[src/design/chi_pkg.sv]
package chi_pkg;

    localparam int KNOTS      = 64;
    localparam int FRAC_BITS  = 16;
    localparam int IDX_W      = 6;
    localparam int CNT_W      = 7;

    localparam logic [0:0] OP_LOAD = 1'b0;
    localparam logic [0:0] OP_EVAL = 1'b1;

    localparam logic [1:0] ST_OK   = 2'd0;
    localparam logic [1:0] ST_LOAD = 2'd1;
    localparam logic [1:0] ST_ERR  = 2'd2;

    localparam logic [0:0] REG_KNOT_COUNT = 1'b0;
    localparam logic [0:0] REG_EST_SLOPES = 1'b1;

    typedef struct packed {
        logic [0:0]         op;
        logic [5:0]         knot_index;
        logic signed [31:0] knot_x;
        logic signed [31:0] knot_y;
        logic signed [31:0] knot_slope;
        logic signed [31:0] eval_point;
    } t_in;

    typedef struct packed {
        logic signed [31:0] value;
        logic signed [31:0] slope_out;
        logic signed [31:0] curvature_out;
        logic [5:0]         interval;
        logic [1:0]         status;
    } t_out;

    typedef enum logic [2:0] {
        DIV_IDLE,
        DIV_RUN,
        DIV_DONE
    } t_div_state;

    typedef enum logic [5:0] {
        S_IDLE,
        S_SRCH_RD,
        S_SRCH_CHK,
        S_RD_X0,
        S_RD_X1,
        S_CHK_H,
        S_P_RD0,
        S_P_RD1,
        S_P_RD2,
        S_P_CHK,
        S_P_S01,
        S_P_S12,
        S_P_F0,
        S_P_F2,
        S_P_DONE,
        S_D_RD0,
        S_D_RD1,
        S_WB0,
        S_WB1,
        S_RD_Y,
        S_DIV_S,
        S_DIV_A,
        S_DIV_B1,
        S_DIV_B2,
        S_M1,
        S_M2,
        S_M3,
        S_M4,
        S_M5,
        S_M6,
        S_OUT
    } t_state;

    typedef struct packed {
        logic               start;
        logic signed [35:0] num;
        logic signed [35:0] den;
    } t_div_req;

    function automatic logic signed [31:0] sat32(input logic signed [39:0] v);
        if (v > 40'sd2147483647)
            return 32'sh7FFFFFFF;
        else if (v < -40'sd2147483648)
            return 32'sh80000000;
        else
            return v[31:0];
    endfunction

endpackage

[src/design/chi_div.sv]
module chi_div (
    input  logic                 i_clk,
    input  logic                 i_rst_n,
    input  chi_pkg::t_div_req    i_req,
    output logic                 o_done,
    output logic signed [31:0]   o_quot
);
    import chi_pkg::*;

    localparam int NW = 36 + FRAC_BITS;
    localparam int QW = NW;

    t_div_state        r_state, n_state;
    logic [NW-1:0]     r_num;
    logic [35:0]       r_den;
    logic [NW:0]       r_rem;
    logic [QW-1:0]     r_q;
    logic [5:0]        r_cnt;
    logic              r_neg;
    logic [NW:0]       w_trial;
    logic [QW:0]       w_qr;

    always_comb begin
        n_state = r_state;
        unique case (r_state)
            DIV_IDLE: if (i_req.start) n_state = DIV_RUN;
            DIV_RUN:  if (r_cnt == 6'd0) n_state = DIV_DONE;
            DIV_DONE: n_state = DIV_IDLE;
            default:  n_state = DIV_IDLE;
        endcase
    end

    always_ff @(posedge i_clk) begin
        if (!i_rst_n) r_state <= DIV_IDLE;
        else r_state <= n_state;
    end

    assign w_trial = {r_rem[NW-1:0], r_num[NW-1]};

    always_ff @(posedge i_clk) begin
        unique case (r_state)
            DIV_IDLE: begin
                r_num <= {(i_req.num[35] ? 36'(-i_req.num) : 36'(i_req.num)),
                          {FRAC_BITS{1'b0}}} + NW'((i_req.den[35] ?
                          36'(-i_req.den) : 36'(i_req.den)) >> 1);
                r_den <= i_req.den[35] ? 36'(-i_req.den) : 36'(i_req.den);
                r_neg <= i_req.num[35] ^ i_req.den[35];
                r_rem <= '0;
                r_q   <= '0;
                r_cnt <= 6'(NW - 1);
            end
            DIV_RUN: begin
                r_num <= r_num << 1;
                r_cnt <= r_cnt - 6'd1;
                if (w_trial >= (NW+1)'(r_den)) begin
                    r_rem <= w_trial - (NW+1)'(r_den);
                    r_q   <= {r_q[QW-2:0], 1'b1};
                end else begin
                    r_rem <= w_trial;
                    r_q   <= {r_q[QW-2:0], 1'b0};
                end
            end
            default: ;
        endcase
    end

    always_comb begin
        w_qr = r_neg ? -(QW+1)'(r_q) : (QW+1)'(r_q);
        if (r_q > QW'(64'h7FFFFFFF) && !r_neg)
            o_quot = 32'sh7FFFFFFF;
        else if (r_q > QW'(64'h80000000) && r_neg)
            o_quot = 32'sh80000000;
        else
            o_quot = w_qr[31:0];
    end

    assign o_done = (r_state == DIV_DONE);

endmodule

[config.mk]
export PLATFORM = sky130hd
export DESIGN_NAME = chi_div
export DESIGN_NICKNAME = d
export VERILOG_FILES = /design/src/design/chi_pkg.sv /design/src/design/chi_div.sv
export SDC_FILE = /design/constraint.sdc
export NUM_CORES = 1
export LEC_CHECK = 0
export ABC_AREA = 1
export ABC_CLOCK_PERIOD_IN_PS = 6560
export BUFFER_PORTS_ARGS = -buffer_cell sky130_fd_sc_hd__buf_2
export CAP_MARGIN = 10
export CORE_MARGIN = 2
export CORE_UTILIZATION = 35
export DETAILED_ROUTE_END_ITERATION = 8
export GPL_TIMING_DRIVEN = 0
export PLACE_DENSITY = 0.51
export SYNTH_ARGS = -nofsm -noshare
export SYNTH_HDL_FRONTEND = slang
export SYNTH_SLANG_ARGS = --single-unit
export TNS_END_PERCENT = 20
[constraint.sdc]
create_clock -name i_clk -period 6.56 [get_ports i_clk]
set_input_delay 0.656 -clock i_clk [delete_from_list [all_inputs] [get_ports i_clk]]
set_output_delay 0.656 -clock i_clk [all_outputs]
set_load 0.05 [all_outputs]
# Word level (Yosys, flattened, before mapping)
# Index checks and enable logic that the tools add are counted.
[op_classes] n_addsub=6 order_cmp=3 eq_ne=4 mux=15 bitwise=1 n_reduce_logical=7
[ops] cell="52-bit case mux with 2 select lines" n=3
[ops] cell="52-bit 2-to-1 mux" n=2
[ops] cell="32-bit 2-to-1 mux" n=3
[ops] cell="36-bit negator" n=2
[ops] cell="53-bit by 36-bit greater-or-equal comparator with 1-bit output" n=1
[ops] cell="52-bit by 51-bit adder with 52-bit output" n=1
[ops] cell="52-bit by 31-bit > comparator with 1-bit output, second input constant" n=1
[ops] cell="52-bit by 32-bit > comparator with 1-bit output, second input constant" n=1
[ops] cell="52-bit by 36-bit subtractor with 52-bit output" n=1
[ops] cell="36-bit 2-to-1 mux" n=1
[ops] cell="35-bit 2-to-1 mux" n=1
[ops] cell="32-bit negator" n=1
[ops] cell="6-bit case mux with 2 select lines" n=1
[ops] cell="6-bit zero test" n=1
[ops] cell="3-bit 2-to-1 mux" n=2
[ops] cell="3-bit case mux with 2 select lines" n=1
[ops] cell="6-bit by 1-bit subtractor with 6-bit output, second input constant" n=1
[ops] cell="2-bit != test, second input constant" n=2
[ops] cell="3-bit by 1-bit == test with 1-bit output, second input constant" n=1
[ops] cell="3-bit by 2-bit == test with 1-bit output, second input constant" n=1
[ops] cell="3-bit zero test" n=1
[ops] cell="1-bit logical AND" n=2
[ops] cell="2-bit AND reduction" n=1
[ops] cell="2-bit nonzero test" n=1
[ops] cell="3 further kinds" n=3
[word_totals] ff_bits=202 in_bits=75 output_inout_bits=33 word_cells=44

# Depth between registers and ports, before layout
# Gate-level depths: netlist (run 1).
[depth] ltp_word=4 ltp_mapped=23 depth_no_buf=23

# Worst setup path after synthesis (run 1)
# OpenSTA, ideal clock, no wires.
[synth_path] path_kind="flip-flop to output port" start="register r_state[1]" end="output port o_done" arrival_ps=4603 required_ps=5904 setup_slack_ps=1301 path_stages_with_launch=3 n_path_buf=0 path_cell_list="dfxtp_1 -> inv_1 -> nor2_1"
[synth_via] elab_chain_cells=1
[synth_lines] item="start, declared" line="chi_div.sv:13" rtl="t_div_state r_state, n_state;"
[synth_lines] item="start signal, assigned" line="chi_div.sv:35" rtl="else r_state <= n_state;"
[synth_lines] item="3-bit by 2-bit == test with 1-bit output" line="chi_div.sv:77" rtl="assign o_done = (r_state == DIV_DONE);"
[synth_lines] item="end, declared" line="chi_div.sv:5" rtl="output logic o_done,"
# No other way between the ends.

# Final worst setup path (run 1)
[layout_path] start="input port i_req[1] in the netlist's numbering" end="register r_num[51], data pin"
[layout_via] elab_chain_cells=4
[layout_lines] item="start, declared" line="chi_div.sv:4" rtl="input chi_pkg::t_div_req i_req,"
[layout_lines] item="36-bit negator" line="chi_div.sv:45" rtl="36'(-i_req.den) : 36'(i_req.den)) >> 1);"
[layout_lines] item="52-bit 2-to-1 mux *" line="chi_div.sv:44" rtl="{FRAC_BITS{1'b0}}} + NW'((i_req.den[35] ?"
[layout_lines] item="52-bit by 51-bit adder with 52-bit output *" line="chi_div.sv:44"
[layout_lines] item="52-bit case mux with 2 select lines *" line="chi_div.sv:41" rtl="unique case (r_state)"
[layout_lines] item="end signal, assigned" line="chi_div.sv:43" rtl="r_num <= {(i_req.num[35] ? 36'(-i_req.num) : 36'(i_req.num)),"
[layout_lines] item="end signal, assigned" line="chi_div.sv:53" rtl="r_num <= r_num << 1;"
[layout_lines] item="end, declared" line="chi_div.sv:14" rtl="logic [NW-1:0] r_num;"
# Every way passes the cells marked *; elsewhere a longest branch is shown, timed or not.
# A chain may end at the register's enable or synchronous reset.

==> results by group, run 1 <==
Clocking
  – Clk_lat worst skew: approximately 0.56 ns
  – Setup Fix Bufs, Post-CTS: 0
  – Hold Buf Count CTS: 0
  – Max clock buf depth: 3
  – CTS Sinks: around 200
  – Clk slew on worst S/H paths: 0.06 ns
  – # resized after CTS: 0
  – Root buffer cell: clkbuf_16
  – TritonCTS clock tree: built
  – CTS buffer count: 27
  – H-tree depth: 1

Yosys
  – Seq/Total Area, Yosys: 0.351
  – Yosys warnings: 0
  – Commonest cells post-synth: nand2_1, inv_1, nor2_1
  – Syn avg cell area: 6.80 um^2
  – Cell accounting for the most synthesized area: edfxtp_1
  – Post-synthesis cell count: 2517
  – Yosys cell types: 44
  – Cell with the most instances after synthesis: nand2_1
  – Primary FF master, synth: edfxtp_1
  – Post-Syn Nets: ~2.7k
  – Top cells by area, synth: edfxtp_1, nand2_1, inv_1
  – Share of the synthesized area in the top cell type: 0.349
  – Mapped Area: approximately 17000 um^2
  – Seq cells post-synth: between 200 and 250
  – Post-synth EDFFs: 199
  – Synth async-reset ratio: 0

Worst setup path
  – Crit path launch type: input pin
  – Slowest cell on the critical path: ha_1
  – CP Capture Type: flop
  – Worst path required time: between 6 and 7 ns
  – Max incr delay on CP: ~0.68 ns
  – Cell family with most CP delay: simple AND/OR/NAND/NOR gates
  – CP bufs+invs: 1
  – Worst-path cell chain: buf_2 -> nor3_2 -> nand3_1 -> nor2_2 -> nand4_1 -> nor4_1 -> ha_1 -> ha_1 -> a21oi_1 -> o21ai_0 -> a21oi_1 -> nand3_1 -> nand2_1 -> nand3_1 -> nand3_1 -> nand2_1
  – Data arrival, critical path: around 4.4 ns
  – Critical path peak fanout: 17
  – CP Class: in -> reg
  – Cell mode on critical path: nand3_1

STA
  – Fmax: approximately 240 MHz
  – Period utilization: 0.635
  – Fin Clk Skew: 0.0227 ns
  – Final setup violation count: 0
  – Worst slew pin tran: around 0.9 ns
  – Final hold vios: 0
  – RSZ-0062 raised after global routing: no
  – Fin. max-slew vios: 0
  – Slew headroom: 0.405
  – Post-route minimum period: 4.16 ns

Power and ir drop
  – Leakage: around 0.01 uW
  – Max rail drop VDD: a little over 0.2 mV
  – Cell Pwr Density: between 300 and 400 nW/um^2

Placed design
  – Routability congestion estimate from global placement: just over 0.9
  – Post-place instance area: between 15000 and 20000 um^2
  – Post-DP HPWL: ~43 mm
  – Port buffer count: approximately 110

Detailed routing
  – Drt pass-1 iters: 7
  – Via count: ~16k
  – Initial DRC count: 919
  – Final wirelength: about 52 mm
  – Via density per instance: between 4 and 5
  – # DRC: 0
  – WL per Instance: about 16 um
  – ANT nets after route: 0

GRT
  – Busiest layer in global routing: met2
  – GR Util All Layers: 0.206
  – Initial antenna violation count: 0
  – Met2 Usage GRT: 0.344
  – GRT met1 Usage: 0.288
  – First-pass GRT wire length: 82.7 mm
  – Total global routing overflow: 0
  – Largest net degree at the start of global routing: 95
  – Vias in the first global route: around 16k
  – M3 GR Usage: 0.0150

Layout
  – FILL cells: 5292
  – Post-route cell area: ~19000 um^2
  – Footprint of the multi-input gates: about 9400 um^2
  – Layout cells sized above 1: 0.0819
  – Area growth syn-to-layout: 13.5%
  – Reg area: 6020 um^2
  – Diode count: 0
  – Nets: between 2k and 3k
  – Fin util: 0.399

Floorplanning
  – I/O pin cnt: 108
  – Core area: about 49000 um^2
  – Die Ht: 225 um
  – Die Wd: 225 um
  – Row Count: slightly above 80
  – Die ar.: about 51000 um^2
  – Initial core utilization: 0.352

Hold path
  – Min-Delay Path Class: in -> reg

Outcome
  – Result of the run: finished clean

Job
  – Max Cap Viol: 0
==> final timing paths <==
kind | endpoint | slack, ns | startpoint | depth (start not counted)
hold / removal | r_state[0] | 0.34 | i_req[72] | 3
setup reg to reg | r_cnt[5] | 3.12 | r_state[1] | 7
setup / recovery | r_num[51] | 2.40 | i_req[1] | 16
hold reg to reg | r_num[10] | 0.51 | r_num[9] | 2
==> per-layer routing <==
metal / share of wire / vias up
met4: 0.024 / 0
met3: 0.033 / 76
met1: 0.49 / 7325
li1: - / 8331
met2: 0.45 / 313
met5: 0 / -
==> cells by family (layout without fill, tap and decap cells) <==
family	after synthesis	count (layout)	share of synthesized area
AO/OA/AOI/OAI	234	234	0.0735
flip-flops	201	201	0.351
AND/OR/NAND/NOR	1450	1450	0.355
XOR/XNOR	121	121	0.0619
adder cells (fa/ha/maj)	79	79	0.0586
buffers and inverters	432	590	0.0993
==> registers in the layout, indices dropped and copies added, names as in the netlist <==
register / cells
r_cnt: 6
r_den: 36
r_neg: 1
r_num: 52
r_q: 52
r_rem: 52
r_state: 2
==> placed cells by master, fill, tap and decap left out, types with 2 or more instances in the layout <==
master      count
nand2_1       767
inv_1         382
nor2_1        366
edfxtp_1      199
nand3_1       151
buf_2         110
xor2_1         93
o21ai_0        92
a21oi_1        92
ha_1           77
nand4_1        47
nor3_1         40
clkbuf_1       36
xnor2_1        28
clkbuf_16      27
nand3b_1       18
or2_2          17
nor2_2         17
a31oi_1        11
o21ai_1        11
o21bai_1        8
nand2_2         8
buf_6           8
o21a_1          6
nor2_4          5
buf_1           5
o31ai_1         5
nor4_1          5
o211ai_1        5
bufinv_16       5
clkinv_4        3
clkinv_2        3
clkinvlp_4      3
nor3_2          2
fa_1            2
inv_6           2
dfxtp_1         2
==> layout make-up <==
| class | count | share of cell area |
|---|---|---|
| clock inverter | 17 | 0.0121 |
| tap | 622 | 0.0401 |
| inverter | 384 | 0.0747 |
| clock buffer | 32 | 0.0357 |
| sequential | 201 | 0.310 |
| buffer | 48 | 0.0131 |
| multi-input combinational | 1884 | 0.485 |
| timing repair buffer | 109 | 0.0300 |
==> worst register-to-register path: cells and delay by family (launching register included) <==
kind	cells	cell delay, ns
buffers and inverters	5	2.26
DFF	1	0.38
and+or+nand+nor	1	0.25
AOI/OAI and AO/OA	1	0.25
==> report_power, final <==
part | total (uW) | switching (uW) | internal [uW]
clock | 1550 | 597 | 956
sequential | 1870 | 148 | 1720
combinational | 3990 | 2690 | 1300
==> stage by stage <==
step / setup WS [ns] / total power, uW / setup TNS [ns] / std cells / hold WS, ns
final: 2.40 / 7420 / 0 / 3297 / 0.342
after global routing: 2.04 / 8030 / 0 / 3297 / 0.329
after CTS: 2.43 / 7460 / 0 / 3297 / 0.316
after detailed placement: 1.84 / 5870 / 0 / 3248 / 0.506
after global placement: -1.78 / 5870 / -174.04 / 3246 / 0.499
after floorplan: 1.30 / 4810 / 0 / 2517 / 0.487
Note: power is estimated with default switching activity, not from simulation.
==> inputs of run 2 (changes only) <==
Settings changed: ABC_CLOCK_PERIOD_IN_PS 6560 to 3700, PLACE_DENSITY 0.51 to 0.53.
Clock period 6.56 ns to 3.7 ns, I/O delays scaled along.
==> run 2 against run 1 <==
Effect of this change:
- register-to-register slack lost 2.5 ns
- die area is the same
- clock skew shrank 0.0091 ns
- largest cell class unchanged
- worst hold slack lost 0.28 ns
- critical endpoint is now r_num[34]
- power grew 74%
==> results by group, run 2 (synthesized netlist as in run 1, its figures left out) <==
GRT
  – First-pass GRT wire length: 81.9 mm (-0.96%)
  – GR Util All Layers: 0.204 (-0.00170)
  – Total global routing overflow: 0 (unchanged)
  – Largest net degree at the start of global routing: 42 (-56%)
  – Vias in the first global route: 15.6k (+0.22%)
  – Initial antenna violation count: 0 (unchanged)

Worst setup path
  – CP Capture Type: flop
  – RR Endpoint: r_rem[42]
  – Reg-to-Reg Start: r_state[1]
  – Worst path required time: 3.99 ns (-2.84 ns)
  – Critical path peak fanout: 5 (-12)
  – Data arrival, critical path: 3.76 ns (-0.68 ns)
  – CP Class: in -> reg
  – Crit path launch type: input pin
  – Reg2reg setup slack: 0.63 ns (-2.49 ns)
  – Worst Reg-to-Reg Cells: 7 (unchanged)

Layout
  – Biggest regs: r_num (52), r_q (52), r_rem (52)
  – Most frequent cells in the layout: nand2_1, inv_1, nor2_1
  – Nets: 2814 (+0.18%)
  – Reg area: 6020 um^2 (about the same)
  – Most common cell after layout, fill and taps aside: nand2_1
  – FILL cells: 5229 (-1.2%)
  – Fin util: 0.402 (+0.00247)
  – Footprint of the multi-input gates: 9450 um^2 (+0.41%)
  – Area growth syn-to-layout: 14.2%
  – Layout cells sized above 1: 0.0918 (+0.00996)
  – Diode count: 0 (unchanged)

STA
  – Final hold vios: 0 (unchanged)
  – Setup TNS Final: 0 ns (unchanged)
  – Worst slew pin tran: 0.901 ns (+0.00907 ns)
  – Fmax: about 290 MHz
  – Fin. max-slew vios: 0 (unchanged)
  – Final WS setup: 0.236 ns (-2.16 ns)
  – Period utilization: 0.936
  – Slew headroom: 0.399 (-0.00604)
  – Min Hold Slack: 0.0586 ns (-0.284 ns)
  – Final setup violation count: 0 (unchanged)
  – Post-route minimum period: roughly 3.5 ns
  – RSZ-0062 raised after global routing: yes
  – Fin Clk Skew: 0.0136 ns (-0.00909 ns)

Outcome
  – Result of the run: finished clean

Placed design
  – Port buffer count: 107 (unchanged)
  – Post-Place Worst Slack: -0.662 ns (-2.50 ns)
  – Routability congestion estimate from global placement: 0.949 (+2.6%)
  – Post-DP HPWL: 42.7 mm (+0.16%)

Power and ir drop
  – Cell Pwr Density: 659 nW/um^2 (+73%)
  – Max rail drop VDD: 0.458 mV (+130%)
  – Total Power: 12900 uW (+74%)
  – Leakage: 0.00980 uW (+0.74%)

Clocking
  – Clk_lat worst skew: 0.55 ns (about the same)
  – CTS Sinks: 201 (unchanged)
  – TritonCTS clock tree: built
  – H-tree depth: 1 (unchanged)
  – Max clock buf depth: 3 (unchanged)
  – Root buffer cell: clkbuf_16
  – Hold Buf Count CTS: 0 (unchanged)
  – CTS buffer count: 25 (-7.4%)
  – Clk slew on worst S/H paths: 0.06 ns (about the same)

Hold path
  – Min-delay src: i_req[0]
  – Hold EP: r_den[0]
  – Hold path cells: 1 (-2)
  – Min-Delay Path Class: in -> reg

Floorplanning
  – Die Ht: 225 um (unchanged)
  – I/O pin cnt: 108 (unchanged)
  – Row Count: 81 (unchanged)
  – Core area: 48600 um^2 (unchanged)
  – Die Wd: 225 um (unchanged)
  – Initial core utilization: 0.352 (unchanged)
  – Die ar.: 50700 um^2 (unchanged)

Detailed routing
  – ANT nets after route: 0 (unchanged)
  – Drt pass-1 iters: 5 (-2)
  – Via count: 16.3k (+1.6%)
  – Final wirelength: 51.8 mm (-1.1%)
  – WL per Instance: 15.7 um (-1.2%)
  – # DRC: 0 (unchanged)
  – Initial DRC count: 1019 (+11%)
  – Via density per instance: 4.94 (+1.5%)

Job
  – Max Cap Viol: 0 (unchanged)
==> run 2: changes by cell type in the layout (fill, tap and decap cells not counted), sizes merged <==
cell | before | now
clkbuf | 63 | 60
inv | 386 | 385
clkinv | 7 | 12
buf | 126 | 132
bufinv | 5 | 3
clkinvlp | 3 | 2
==> run 2: how the worst max path moves through the flow <==
stage	startpoint	to	slack, ns	depth (start not counted)
floorplan	r_state[1]	o_done	-0.32	2
global placement	r_state[1]	r_rem[48]	-2.27	5
detailed placement	i_req[0]	r_num[34]	-0.66	19
CTS	i_req[0]	r_num[51]	0.02	23
global route	i_req[1]	r_num[51]	-0.01	23
finish	i_req[0]	r_num[34]	0.24	20
==> run 2: worst max-delay path, stage by stage <==
cell,delay (ns)
buf_2,0.13
inv_1,0.06
ha_1,0.17
nand3_1,0.15
nor3_2,0.19
nand2_1,0.13
inv_1,0.10
nand2_1,0.07
nand2_1,0.11
nand2_1,0.15
nor2_1,0.15
xor2_1,0.35
ha_1,0.37
a21oi_1,0.27
o21ai_0,0.16
a21oi_1,0.15
nand3_1,0.22
or2_2,0.33
nand3_1,0.07
nand2_1,0.06
==> run 2: repair_timing <==
| item | in CTS | in global routing |
|---|---|---|
| endpoints found under the setup margin | 6 | 18 |
| gates resized for setup | 2 | 7 |
| pin swaps | 1 | 2 |
| endpoints found under the hold margin | 0 | 0 |
| setup buffers | 1 | 3 |
==> run 2: stage by stage <==
stage | area, um^2 | std cells
2_1_floorplan | 17200 | 2517
3_3_place_gp | 18500 | 3246
3_5_place_dp | 18700 | 3251
4_1_cts | 19500 | 3298
5_1_grt | 19500 | 3301
6_report | 19500 | 3301
==> run 2: routing by layer <==
metal | wire, um | up-vias | GRT usage
met2 | 23500 | 409 | 0.340
met5 | 0 | - | 0
li1 | - | 8338 | -
met1 | 24100 | 7461 | 0.275
met4 | 1780 | 0 | 0.0711
met3 | 2420 | 93 | 0.0223
==> run 2: cell type report <==
cell class | instances | area share
plain buffers | 48 | 0.0179
clock buffers | 28 | 0.0326
clock inverters | 18 | 0.00896
inverters | 384 | 0.0741
multi-input cells | 1884 | 0.484
flip-flops and latches | 201 | 0.308
well taps | 622 | 0.0398
repair buffers | 116 | 0.0353
==> run 2: power by group <==
| group | internal (uW) | switching [uW] |
|---|---|---|
| clock | 1450 | 1010 |
| combinational | 2340 | 4780 |
| sequential | 3050 | 263 |
| total | 6840 | 6050 |
